===== src/sv/snfcs_pkg.sv =====
// ----------------------------------------------------------------------------
// snfcs_pkg
// Shared codes and types of the SPI NOR flash command sequencer.
// ----------------------------------------------------------------------------
package snfcs_pkg;

  localparam int PAGE_BYTES_DEF = 256;
  localparam logic [7:0] RDID_OPCODE = 8'h9F;
  localparam int MAX_RES = 4;

  localparam logic [2:0] CMD_READ    = 3'd0;
  localparam logic [2:0] CMD_WRITE   = 3'd1;
  localparam logic [2:0] CMD_ERASE   = 3'd2;
  localparam logic [2:0] CMD_ID      = 3'd3;
  localparam logic [2:0] CMD_PAYLOAD = 3'd4;
  localparam logic [2:0] CMD_REPLY   = 3'd5;

  localparam logic [2:0] K_SEND    = 3'd0;
  localparam logic [2:0] K_RELEASE = 3'd1;
  localparam logic [2:0] K_READ    = 3'd2;
  localparam logic [2:0] K_ID      = 3'd3;
  localparam logic [2:0] K_DONE    = 3'd4;

  localparam logic [2:0] REG_PROGRAM = 3'd0;
  localparam logic [2:0] REG_READ    = 3'd1;
  localparam logic [2:0] REG_ENABLE  = 3'd2;
  localparam logic [2:0] REG_STATUS  = 3'd3;
  localparam logic [2:0] REG_ERASE   = 3'd4;
  localparam logic [2:0] REG_FILLER  = 3'd5;
  localparam logic [2:0] REG_BUSY    = 3'd6;
  localparam logic [2:0] REG_EXP_ID  = 3'd7;

  typedef enum logic [1:0] {OP_READ, OP_WRITE, OP_ERASE, OP_ID} op_t;

  typedef struct packed {
    logic [2:0]  kind;
    logic [23:0] value;
    logic        id_match;
  } res_t;

  typedef struct packed {
    logic [2:0]            cnt;
    res_t [MAX_RES-1:0]    r;
  } grp_t;

endpackage


===== src/sv/snfcs_front.sv =====
// ----------------------------------------------------------------------------
// snfcs_front
// Accepts items, runs the sequencer state and builds the result group.
// PAGE_BYTES must be a power of two.
// ----------------------------------------------------------------------------
module snfcs_front import snfcs_pkg::*; #(
  parameter int PAGE_BYTES = PAGE_BYTES_DEF
) (
  input  logic        clk,
  input  logic        rst_n,
  input  logic        accept,
  input  logic [2:0]  cmd,
  input  logic [23:0] addr,
  input  logic [15:0] len,
  input  logic [7:0]  dbyte,
  input  logic        cfg_we,
  input  logic [2:0]  cfg_index,
  input  logic [23:0] cfg_wdata,
  output grp_t        grp,
  output logic        push
);

  localparam int CW = $clog2(PAGE_BYTES + 1);
  localparam int AW = $clog2(PAGE_BYTES);

  typedef enum logic [3:0] {
    PH_IDLE, PH_WEN, PH_HDR, PH_RDATA, PH_PAYLOAD, PH_POLLCMD, PH_POLL, PH_ID
  } phase_t;

  phase_t      phase_r, phase_nxt;
  op_t         op_r, op_nxt;
  logic [23:0] addr_r, addr_nxt;
  logic [15:0] rem_r, rem_nxt;
  logic [CW-1:0] chunk_r, chunk_nxt;
  logic [1:0]  bidx_r, bidx_nxt;
  logic [23:0] id_r, id_nxt;
  logic        await_r, await_nxt;

  logic [7:0]  prog_r, rd_r, en_r, st_r, er_r, fill_r, busy_r;
  logic [23:0] exp_r;

  function automatic logic [CW-1:0] chunk_of(input logic [23:0] a, input logic [15:0] r);
    logic [CW-1:0] room;
    room = CW'(PAGE_BYTES) - CW'(a[AW-1:0]);
    return (r < 16'(room)) ? r[CW-1:0] : room;
  endfunction

  always_comb begin
    logic [2:0] n;
    logic [CW-1:0] c;
    phase_nxt = phase_r; op_nxt = op_r; addr_nxt = addr_r; rem_nxt = rem_r;
    chunk_nxt = chunk_r; bidx_nxt = bidx_r; id_nxt = id_r; await_nxt = await_r;
    grp = '0;
    n = '0;
    c = '0;
    if (cmd <= CMD_ID) begin
      if (phase_r == PH_IDLE) begin
        op_nxt = op_t'(cmd[1:0]);
        addr_nxt = addr; rem_nxt = len; bidx_nxt = '0;
        case (cmd)
          CMD_READ: begin
            phase_nxt = PH_HDR; await_nxt = 1'b1;
            grp.r[n[1:0]] = '{K_SEND, {16'd0, rd_r}, 1'b0}; n = n + 3'd1;
          end
          CMD_WRITE: begin
            if (len == 16'd0) begin
              grp.r[n[1:0]] = '{K_DONE, 24'd0, 1'b0}; n = n + 3'd1;
            end else begin
              chunk_nxt = chunk_of(addr, len); phase_nxt = PH_WEN; await_nxt = 1'b1;
              grp.r[n[1:0]] = '{K_SEND, {16'd0, en_r}, 1'b0}; n = n + 3'd1;
            end
          end
          CMD_ERASE: begin
            rem_nxt = '0; phase_nxt = PH_WEN; await_nxt = 1'b1;
            grp.r[n[1:0]] = '{K_SEND, {16'd0, en_r}, 1'b0}; n = n + 3'd1;
          end
          default: begin
            id_nxt = '0; phase_nxt = PH_ID; await_nxt = 1'b1;
            grp.r[n[1:0]] = '{K_SEND, {16'd0, RDID_OPCODE}, 1'b0}; n = n + 3'd1;
          end
        endcase
      end
    end else if (cmd == CMD_PAYLOAD) begin
      if (phase_r == PH_PAYLOAD && !await_r) begin
        await_nxt = 1'b1;
        grp.r[n[1:0]] = '{K_SEND, {16'd0, dbyte}, 1'b0}; n = n + 3'd1;
      end
    end else if (cmd == CMD_REPLY && await_r) begin
      await_nxt = 1'b0;
      case (phase_r)
        PH_WEN: begin
          grp.r[n[1:0]] = '{K_RELEASE, 24'd0, 1'b0}; n = n + 3'd1;
          phase_nxt = PH_HDR; bidx_nxt = '0; await_nxt = 1'b1;
          grp.r[n[1:0]] = '{K_SEND, {16'd0, (op_r == OP_WRITE) ? prog_r : er_r}, 1'b0};
          n = n + 3'd1;
        end
        PH_HDR: begin
          if (bidx_r != 2'd3) begin
            bidx_nxt = bidx_r + 2'd1; await_nxt = 1'b1;
            case (bidx_r)
              2'd0:    grp.r[n[1:0]] = '{K_SEND, {16'd0, addr_r[23:16]}, 1'b0};
              2'd1:    grp.r[n[1:0]] = '{K_SEND, {16'd0, addr_r[15:8]}, 1'b0};
              default: grp.r[n[1:0]] = '{K_SEND, {16'd0, addr_r[7:0]}, 1'b0};
            endcase
            n = n + 3'd1;
          end else if (op_r == OP_READ) begin
            if (rem_r == 16'd0) begin
              grp.r[n[1:0]] = '{K_RELEASE, 24'd0, 1'b0}; n = n + 3'd1;
              grp.r[n[1:0]] = '{K_DONE, 24'd0, 1'b0}; n = n + 3'd1;
              phase_nxt = PH_IDLE;
            end else begin
              phase_nxt = PH_RDATA; await_nxt = 1'b1;
              grp.r[n[1:0]] = '{K_SEND, {16'd0, fill_r}, 1'b0}; n = n + 3'd1;
            end
          end else if (op_r == OP_WRITE) begin
            phase_nxt = PH_PAYLOAD;
          end else begin
            grp.r[n[1:0]] = '{K_RELEASE, 24'd0, 1'b0}; n = n + 3'd1;
            phase_nxt = PH_POLLCMD; await_nxt = 1'b1;
            grp.r[n[1:0]] = '{K_SEND, {16'd0, st_r}, 1'b0}; n = n + 3'd1;
          end
        end
        PH_RDATA: begin
          grp.r[n[1:0]] = '{K_READ, {16'd0, dbyte}, 1'b0}; n = n + 3'd1;
          rem_nxt = rem_r - 16'd1;
          if (rem_nxt != 16'd0) begin
            await_nxt = 1'b1;
            grp.r[n[1:0]] = '{K_SEND, {16'd0, fill_r}, 1'b0}; n = n + 3'd1;
          end else begin
            grp.r[n[1:0]] = '{K_RELEASE, 24'd0, 1'b0}; n = n + 3'd1;
            grp.r[n[1:0]] = '{K_DONE, 24'd0, 1'b0}; n = n + 3'd1;
            phase_nxt = PH_IDLE;
          end
        end
        PH_PAYLOAD: begin
          rem_nxt = rem_r - 16'd1;
          addr_nxt = addr_r + 24'd1;
          c = (chunk_r != '0) ? chunk_r - CW'(1) : chunk_r;
          chunk_nxt = c;
          if (c == '0) begin
            grp.r[n[1:0]] = '{K_RELEASE, 24'd0, 1'b0}; n = n + 3'd1;
            phase_nxt = PH_POLLCMD; await_nxt = 1'b1;
            grp.r[n[1:0]] = '{K_SEND, {16'd0, st_r}, 1'b0}; n = n + 3'd1;
          end
        end
        PH_POLLCMD: begin
          phase_nxt = PH_POLL; await_nxt = 1'b1;
          grp.r[n[1:0]] = '{K_SEND, {16'd0, fill_r}, 1'b0}; n = n + 3'd1;
        end
        PH_POLL: begin
          if ((dbyte & busy_r) != 8'd0) begin
            await_nxt = 1'b1;
            grp.r[n[1:0]] = '{K_SEND, {16'd0, fill_r}, 1'b0}; n = n + 3'd1;
          end else begin
            grp.r[n[1:0]] = '{K_RELEASE, 24'd0, 1'b0}; n = n + 3'd1;
            if (op_r == OP_WRITE && rem_r != 16'd0) begin
              chunk_nxt = chunk_of(addr_r, rem_r); phase_nxt = PH_WEN; await_nxt = 1'b1;
              grp.r[n[1:0]] = '{K_SEND, {16'd0, en_r}, 1'b0}; n = n + 3'd1;
            end else begin
              grp.r[n[1:0]] = '{K_DONE, 24'd0, 1'b0}; n = n + 3'd1;
              phase_nxt = PH_IDLE;
            end
          end
        end
        PH_ID: begin
          if (bidx_r != 2'd0) id_nxt = {id_r[15:0], dbyte};
          if (bidx_r != 2'd3) begin
            bidx_nxt = bidx_r + 2'd1; await_nxt = 1'b1;
            grp.r[n[1:0]] = '{K_SEND, {16'd0, fill_r}, 1'b0}; n = n + 3'd1;
          end else begin
            grp.r[n[1:0]] = '{K_RELEASE, 24'd0, 1'b0}; n = n + 3'd1;
            grp.r[n[1:0]] = '{K_ID, id_nxt, id_nxt == exp_r}; n = n + 3'd1;
            grp.r[n[1:0]] = '{K_DONE, 24'd0, 1'b0}; n = n + 3'd1;
            phase_nxt = PH_IDLE;
          end
        end
        default: ;
      endcase
    end
    grp.cnt = n;
  end

  assign push = accept && (grp.cnt != 3'd0);

  always_ff @(posedge clk) begin
    if (!rst_n) begin
      phase_r <= PH_IDLE; op_r <= OP_READ; addr_r <= '0; rem_r <= '0;
      chunk_r <= '0; bidx_r <= '0; id_r <= '0; await_r <= 1'b0;
      prog_r <= 8'h02; rd_r <= 8'h03; en_r <= 8'h06; st_r <= 8'h05;
      er_r <= 8'h20; fill_r <= 8'hFF; busy_r <= 8'h01; exp_r <= '0;
    end else begin
      if (accept) begin
        phase_r <= phase_nxt; op_r <= op_nxt; addr_r <= addr_nxt; rem_r <= rem_nxt;
        chunk_r <= chunk_nxt; bidx_r <= bidx_nxt; id_r <= id_nxt; await_r <= await_nxt;
      end
      if (cfg_we) begin
        case (cfg_index)
          REG_PROGRAM: prog_r <= cfg_wdata[7:0];
          REG_READ:    rd_r   <= cfg_wdata[7:0];
          REG_ENABLE:  en_r   <= cfg_wdata[7:0];
          REG_STATUS:  st_r   <= cfg_wdata[7:0];
          REG_ERASE:   er_r   <= cfg_wdata[7:0];
          REG_FILLER:  fill_r <= cfg_wdata[7:0];
          REG_BUSY:    busy_r <= cfg_wdata[7:0];
          REG_EXP_ID:  exp_r  <= cfg_wdata;
          default: ;
        endcase
      end
    end
  end

endmodule


===== src/sv/snfcs_queue.sv =====
// ----------------------------------------------------------------------------
// snfcs_queue
// Two-entry queue of result groups between front and back.
// ----------------------------------------------------------------------------
module snfcs_queue import snfcs_pkg::*; (
  input  logic clk,
  input  logic rst_n,
  input  logic push,
  input  grp_t din,
  input  logic pop,
  output grp_t head,
  output logic empty,
  output logic full
);

  grp_t       mem_r [2];
  logic       wp_r, rp_r;
  logic [1:0] cnt_r;

  assign empty = (cnt_r == 2'd0);
  assign full  = (cnt_r == 2'd2);
  assign head  = mem_r[rp_r];

  always_ff @(posedge clk) begin
    if (push) mem_r[wp_r] <= din;
  end

  always_ff @(posedge clk) begin
    if (!rst_n) begin
      wp_r <= 1'b0; rp_r <= 1'b0; cnt_r <= '0;
    end else begin
      if (push) wp_r <= ~wp_r;
      if (pop) rp_r <= ~rp_r;
      cnt_r <= cnt_r + {1'b0, push} - {1'b0, pop};
    end
  end

endmodule


===== src/sv/snfcs_back.sv =====
// ----------------------------------------------------------------------------
// snfcs_back
// Sends the results of the head group one per transaction.
// ----------------------------------------------------------------------------
module snfcs_back import snfcs_pkg::*; (
  input  logic        clk,
  input  logic        rst_n,
  input  grp_t        head,
  input  logic        empty,
  input  logic        out_tready,
  output logic        out_tvalid,
  output logic [31:0] out_tdata,
  output logic [2:0]  out_tuser,
  output logic        out_tlast,
  output logic        pop
);

  logic [1:0] idx_r;
  res_t       cur;

  assign cur        = head.r[idx_r];
  assign out_tvalid = !empty;
  assign out_tlast  = ({1'b0, idx_r} == head.cnt - 3'd1);
  assign out_tdata  = {7'd0, cur.id_match, cur.value};
  assign out_tuser  = cur.kind;
  assign pop        = out_tvalid && out_tready && out_tlast;

  always_ff @(posedge clk) begin
    if (!rst_n) begin
      idx_r <= '0;
    end else if (out_tvalid && out_tready) begin
      idx_r <= out_tlast ? 2'd0 : idx_r + 2'd1;
    end
  end

endmodule


===== src/sv/spi_nor_flash_command_sequencer_core.sv =====
// ----------------------------------------------------------------------------
// spi_nor_flash_command_sequencer_core
// SPI NOR flash sequencer: requests and flash bytes in, SPI byte actions out.
//
// channel  direction  tdata                                tuser
// in_      slave      address, length, data_byte          command
// out_     master     value, id_match                      kind
// cfg_     write      register index and data              -
//
// One item is taken per cycle while the group queue has room; its results
// (up to three) leave one per cycle while the output is ready, once the
// group has reached the head of the queue.
// Reset is synchronous and restores the register defaults.
// A stalled output holds the queue; input stalls only when both entries fill.
// ----------------------------------------------------------------------------
module spi_nor_flash_command_sequencer_core import snfcs_pkg::*; #(
  parameter int PAGE_BYTES = PAGE_BYTES_DEF
) (
  input  logic        clk,
  input  logic        rst_n,
  input  logic        in_tvalid,
  output logic        in_tready,
  input  logic [47:0] in_tdata,   // address[23:0], length[39:24], data_byte[47:40]
  input  logic [2:0]  in_tuser,   // command
  output logic        out_tvalid,
  input  logic        out_tready,
  output logic [31:0] out_tdata,  // value[23:0], id_match[24]
  output logic [2:0]  out_tuser,  // kind
  output logic        out_tlast,
  input  logic        cfg_we,
  input  logic [2:0]  cfg_index,
  input  logic [23:0] cfg_wdata
);

  grp_t grp, head;
  logic push, pop, empty, full, accept;

  assign in_tready = !full;
  assign accept    = in_tvalid && in_tready;

  snfcs_front #(.PAGE_BYTES(PAGE_BYTES)) u_front (
    .clk, .rst_n, .accept,
    .cmd(in_tuser), .addr(in_tdata[23:0]), .len(in_tdata[39:24]), .dbyte(in_tdata[47:40]),
    .cfg_we, .cfg_index, .cfg_wdata, .grp, .push
  );

  snfcs_queue u_queue (
    .clk, .rst_n, .push, .din(grp), .pop, .head, .empty, .full
  );

  snfcs_back u_back (
    .clk, .rst_n, .head, .empty, .out_tready, .out_tvalid, .out_tdata,
    .out_tuser, .out_tlast, .pop
  );

  a_no_push_full: assert property (@(posedge clk) disable iff (!rst_n)
    full |-> !accept) else $error("push into full queue");
  a_grp_count: assert property (@(posedge clk) disable iff (!rst_n)
    push |-> (grp.cnt <= 3'd4)) else $error("group too large");
  a_pop_valid: assert property (@(posedge clk) disable iff (!rst_n)
    pop |-> !empty) else $error("pop from empty queue");

endmodule

===== config.mk =====
export PLATFORM = sky130hd
export DESIGN_NAME = spi_nor_flash_command_sequencer_core
export DESIGN_NICKNAME = d
export VERILOG_FILES = /design/src/sv/snfcs_pkg.sv /design/src/sv/snfcs_front.sv /design/src/sv/snfcs_queue.sv /design/src/sv/snfcs_back.sv /design/src/sv/spi_nor_flash_command_sequencer_core.sv
export SDC_FILE = /design/constraint.sdc
export NUM_CORES = 1
export LEC_CHECK = 0
export BUFFER_PORTS_ARGS = -buffer_cell sky130_fd_sc_hd__buf_2
export CORE_UTILIZATION = 45
export DETAILED_ROUTE_END_ITERATION = 8
export PLACE_DENSITY_LB_ADDON = 0.08
export SLEW_MARGIN = 20
export SYNTH_ARGS = -nofsm -noshare
export SYNTH_HDL_FRONTEND = slang
export SYNTH_HIERARCHICAL = 1
export SYNTH_SLANG_ARGS = --single-unit
export TNS_END_PERCENT = 10

===== constraint.sdc =====
create_clock -name clk -period 11.8 [get_ports clk]
set_clock_uncertainty 0.1 [all_clocks]
set_input_delay 0 -clock clk [delete_from_list [all_inputs] [get_ports clk]]
set_output_delay 0 -clock clk [all_outputs]
set_load 0.005 [all_outputs]

==> results.py <==
metrics = {
    "logic_synthesis": {
        "yosysWarnings": 6,
        "synth_top_area_share_pct": 33.6,
        "ys_ff_latch": 398,
        "postSynthCellCount": 1951,
        "synth_edf_count": 230,
        "yosys-top-cells-count": "nand2_1, edfxtp_1, dfxtp_1",
        "synth_cell_type_count": 87,
        "yosysTopAreaCell": "edfxtp_1",
        "synthFlopType": "edfxtp_1",
        "async_flop_share_pct": 0,
        "synth.cell_area_um2": 20500,
        "synthTopCellsByArea": "edfxtp_1, dfxtp_1, nand2_1",
        "syn_avg_cell_area_um2": 10.5,
        "synth.most_common_cell": "nand2_1",
        "ys_seq_area_share_pct": 50.0,
    },
    "critical_path": {
        "critPathBufInv": 3,
        "crit_path_end_kind": "register",
        "critPathTopFamily": "simple AND/OR/NAND/NOR gates",
        "cp_cell_sequence": "inv_1 -> ha_1 -> or3b_1 -> nor4_1 -> nor3_2 -> a311oi_2 -> and4b_1 -> o21a_2 -> or2_2 -> o21a_1 -> nor2b_4 -> buf_4 -> buf_4",
        "crit_required_ns": 11.89,
        "cp_common_cell": "buf_4",
        "critPathMaxFanout": 67,
        "critPathSlowestCell": "buf_4",
        "cp.arrival_ns": 5.03,
        "start_kind": "register",
        "r2r_cells": 13,
        "worst-setup-path-type": "register to register",
        "crit_cells": 13,
        "max_stage_delay_ns": 0.79,
    },
    "grt": {
        "antenna_found_initial": 0,
        "grt_pass1_vias": 14682,
        "grt_pass1_wl_um": 83700,
        "grt_start_max_net_pins": 71,
        "groute.usage.overall_pct": 23.0,
        "grt-ovfl-total": 0,
    },
    "hold_path": {
        "hold_depth": 5,
        "worstHoldPathType": "input pin to register",
    },
    "final_layout": {
        "layout.nets": 2230,
        "drive_gt1_share_pct": 17.0,
        "n_fill_cell": 3991,
        "post-route-util_pct": 53.1,
        "area_growth_syn_to_layout_pct": 15.2,
        "antennaDiodeCount": 0,
    },
    "status": {
        "status": "complete, no violations",
    },
    "clock_tree": {
        "clkLatencyLatePin_ns": 0.57,
        "cts_max_level": 2,
        "cts_tree": "built",
        "root_buffer": "clkbuf_16",
        "cts_resized": 0,
        "cts_buffers": 44,
        "clock-sinks": 398,
        "post_cts_buffers": 0,
        "cts_hold_buf": 109,
        "clkTransAtPathRegs_ns": 0.06,
        "cts_buffer_depth": 3,
    },
    "sta": {
        "period_needed_ns": 4.95,
        "layout_setup_ws_ns": 6.85,
        "rsz0062_at_grt": "no",
        "slew_headroom_pct": 26.9,
        "fmax_mhz": 202,
        "timing.final.setup_violations": 0,
        "worst_slew_pin_slew_ns": 1.09,
        "finalSetupTns_ns": 0,
        "maxSlewViolCount": 0,
        "final-hold-violation-count": 0,
        "fin_crit_sh_pct": 41.9,
    },
    "drt": {
        "first_pass_iters": 6,
        "vias_per_cell": 5.53,
        "top_layer": "met4",
        "wl_per_cell_um": 19.5,
        "routed_wl_um": 53400,
        "vias": 15182,
        "drt-initial-drc-count": 1106,
        "met2_wirelength_um": 25800,
        "drc": 0,
        "ant_nets": 0,
        "drt-met1-wl_um": 23900,
        "wl_met3_um": 2730,
    },
    "floorplan": {
        "design.die.area_um2": 46500,
        "initial_utilization_pct": 46.1,
        "ios": 121,
        "die_h_um": 216,
        "core_area_um2": 44600,
        "die_width_um": 216,
        "rows": 77,
    },
    "placement": {
        "port_buffers": 113,
        "dpl.hpwl_um": 36500,
        "gp_congestion": 0.884,
        "place_ws_ns": 6.80,
    },
    "pwr": {
        "pwr_density_cell_nw_per_um2": 136,
        "p_leak_nw": 8.61,
        "ir_worst_vdd_mv": 0.101,
    },
    "job": {
        "max_cap_viol_count": 0,
    },
}
## layer usage
layer	GRT usage, %	vias to the layer above
met5	0	-
met4	5.96	0
li1	-	7292
met2	38.0	448
met3	3.17	76
met1	31.8	7366
## sequential cells by signal (all words and copies together), names as in the netlist, 9 cells and up, named ones only
register	flops
u_queue/mem_r	230
u_front/chunk_r	9
u_front/exp_r	24
u_front/rem_r	16
u_front/addr_r	24
u_front/id_r	24
## area by class of cell
| class | instances | area, um^2 | area share, % |
|---|---|---|---|
| flip-flops and latches | 398 | 10300 | 43.4 |
| multi-input cells | 1394 | 9280 | 39.2 |
| repair buffers | 239 | 1810 | 7.64 |
| clock buffers | 62 | 1230 | 5.20 |
| well taps | 592 | 741 | 3.13 |
| clock inverters | 19 | 181 | 0.766 |
| inverters | 41 | 155 | 0.655 |
## final timing paths
path	to	slack [ns]	startpoint
max	u_queue/mem_r[0][4]	6.85	u_front/chunk_r[0]
min reg2reg	u_front/st_r[7]	0.35	u_front/st_r[7]
min	u_queue/wp_r	0.10	in_tvalid
max reg2reg	u_queue/mem_r[0][4]	6.85	u_front/chunk_r[0]
## worst min-delay path, stage by stage
cell	delay, ns
buf_2	0.09
nor2b_1	0.21
o21a_1	0.19
nor2b_1	0.12
o21a_1	0.12
## cell usage in the layout, fill, tap and decap left out, types with 15 or more instances in the layout
master / synthesis / routed
edfxtp_1: 230 / 230
clkbuf_16: 0 / 45
buf_4: 80 / 15
a211oi_1: 22 / 22
mux2_2: 71 / 71
nand2_1: 304 / 304
ha_1: 29 / 28
dlygate4sd3_1: 0 / 109
nand2b_1: 29 / 29
nand4_1: 21 / 21
mux4_2: 26 / 26
dfxtp_1: 168 / 166
xnor2_1: 21 / 21
nor2_1: 130 / 127
inv_1: 38 / 38
mux2_4: 50 / 50
mux2i_1: 37 / 37
conb_1: 2 / 80
buf_2: 13 / 113
xor2_1: 34 / 34
a21oi_1: 145 / 145
a221oi_1: 19 / 19
nor3_1: 40 / 39
o21ai_0: 55 / 55
nand3_1: 50 / 50
a22oi_1: 35 / 35
## kinds of logic after synthesis
kind of cell,synth area share (%)
compound gates,12.0
mux,12.5
xor+xnor,2.45
buf+inv,6.43
fa+ha+maj,1.77
simple gates,14.8
flops,50.0
other cells,0.0366
## report_power, final
part / internal [mW] / switching [mW] / leakage (nW)
clock: 0.794 / 0.553 / 0.686
combinational: 0.146 / 0.201 / 4.48
sequential: 1.50 / 0.0272 / 3.44
## stage by stage
step                      power, mW  std cells  area [um^2]  hold WS, ns
final                          3.22       2745        23700        0.104
after global routing           3.36       2745        23700        0.177
after CTS                      3.26       2744        23700        0.113
after detailed placement       1.88       2554        21200        0.167
after global placement         1.87       2553        21100        0.164
after floorplan                1.80       2029        20800       0.0175
No activity file was read; power rests on OpenSTA's default activity.
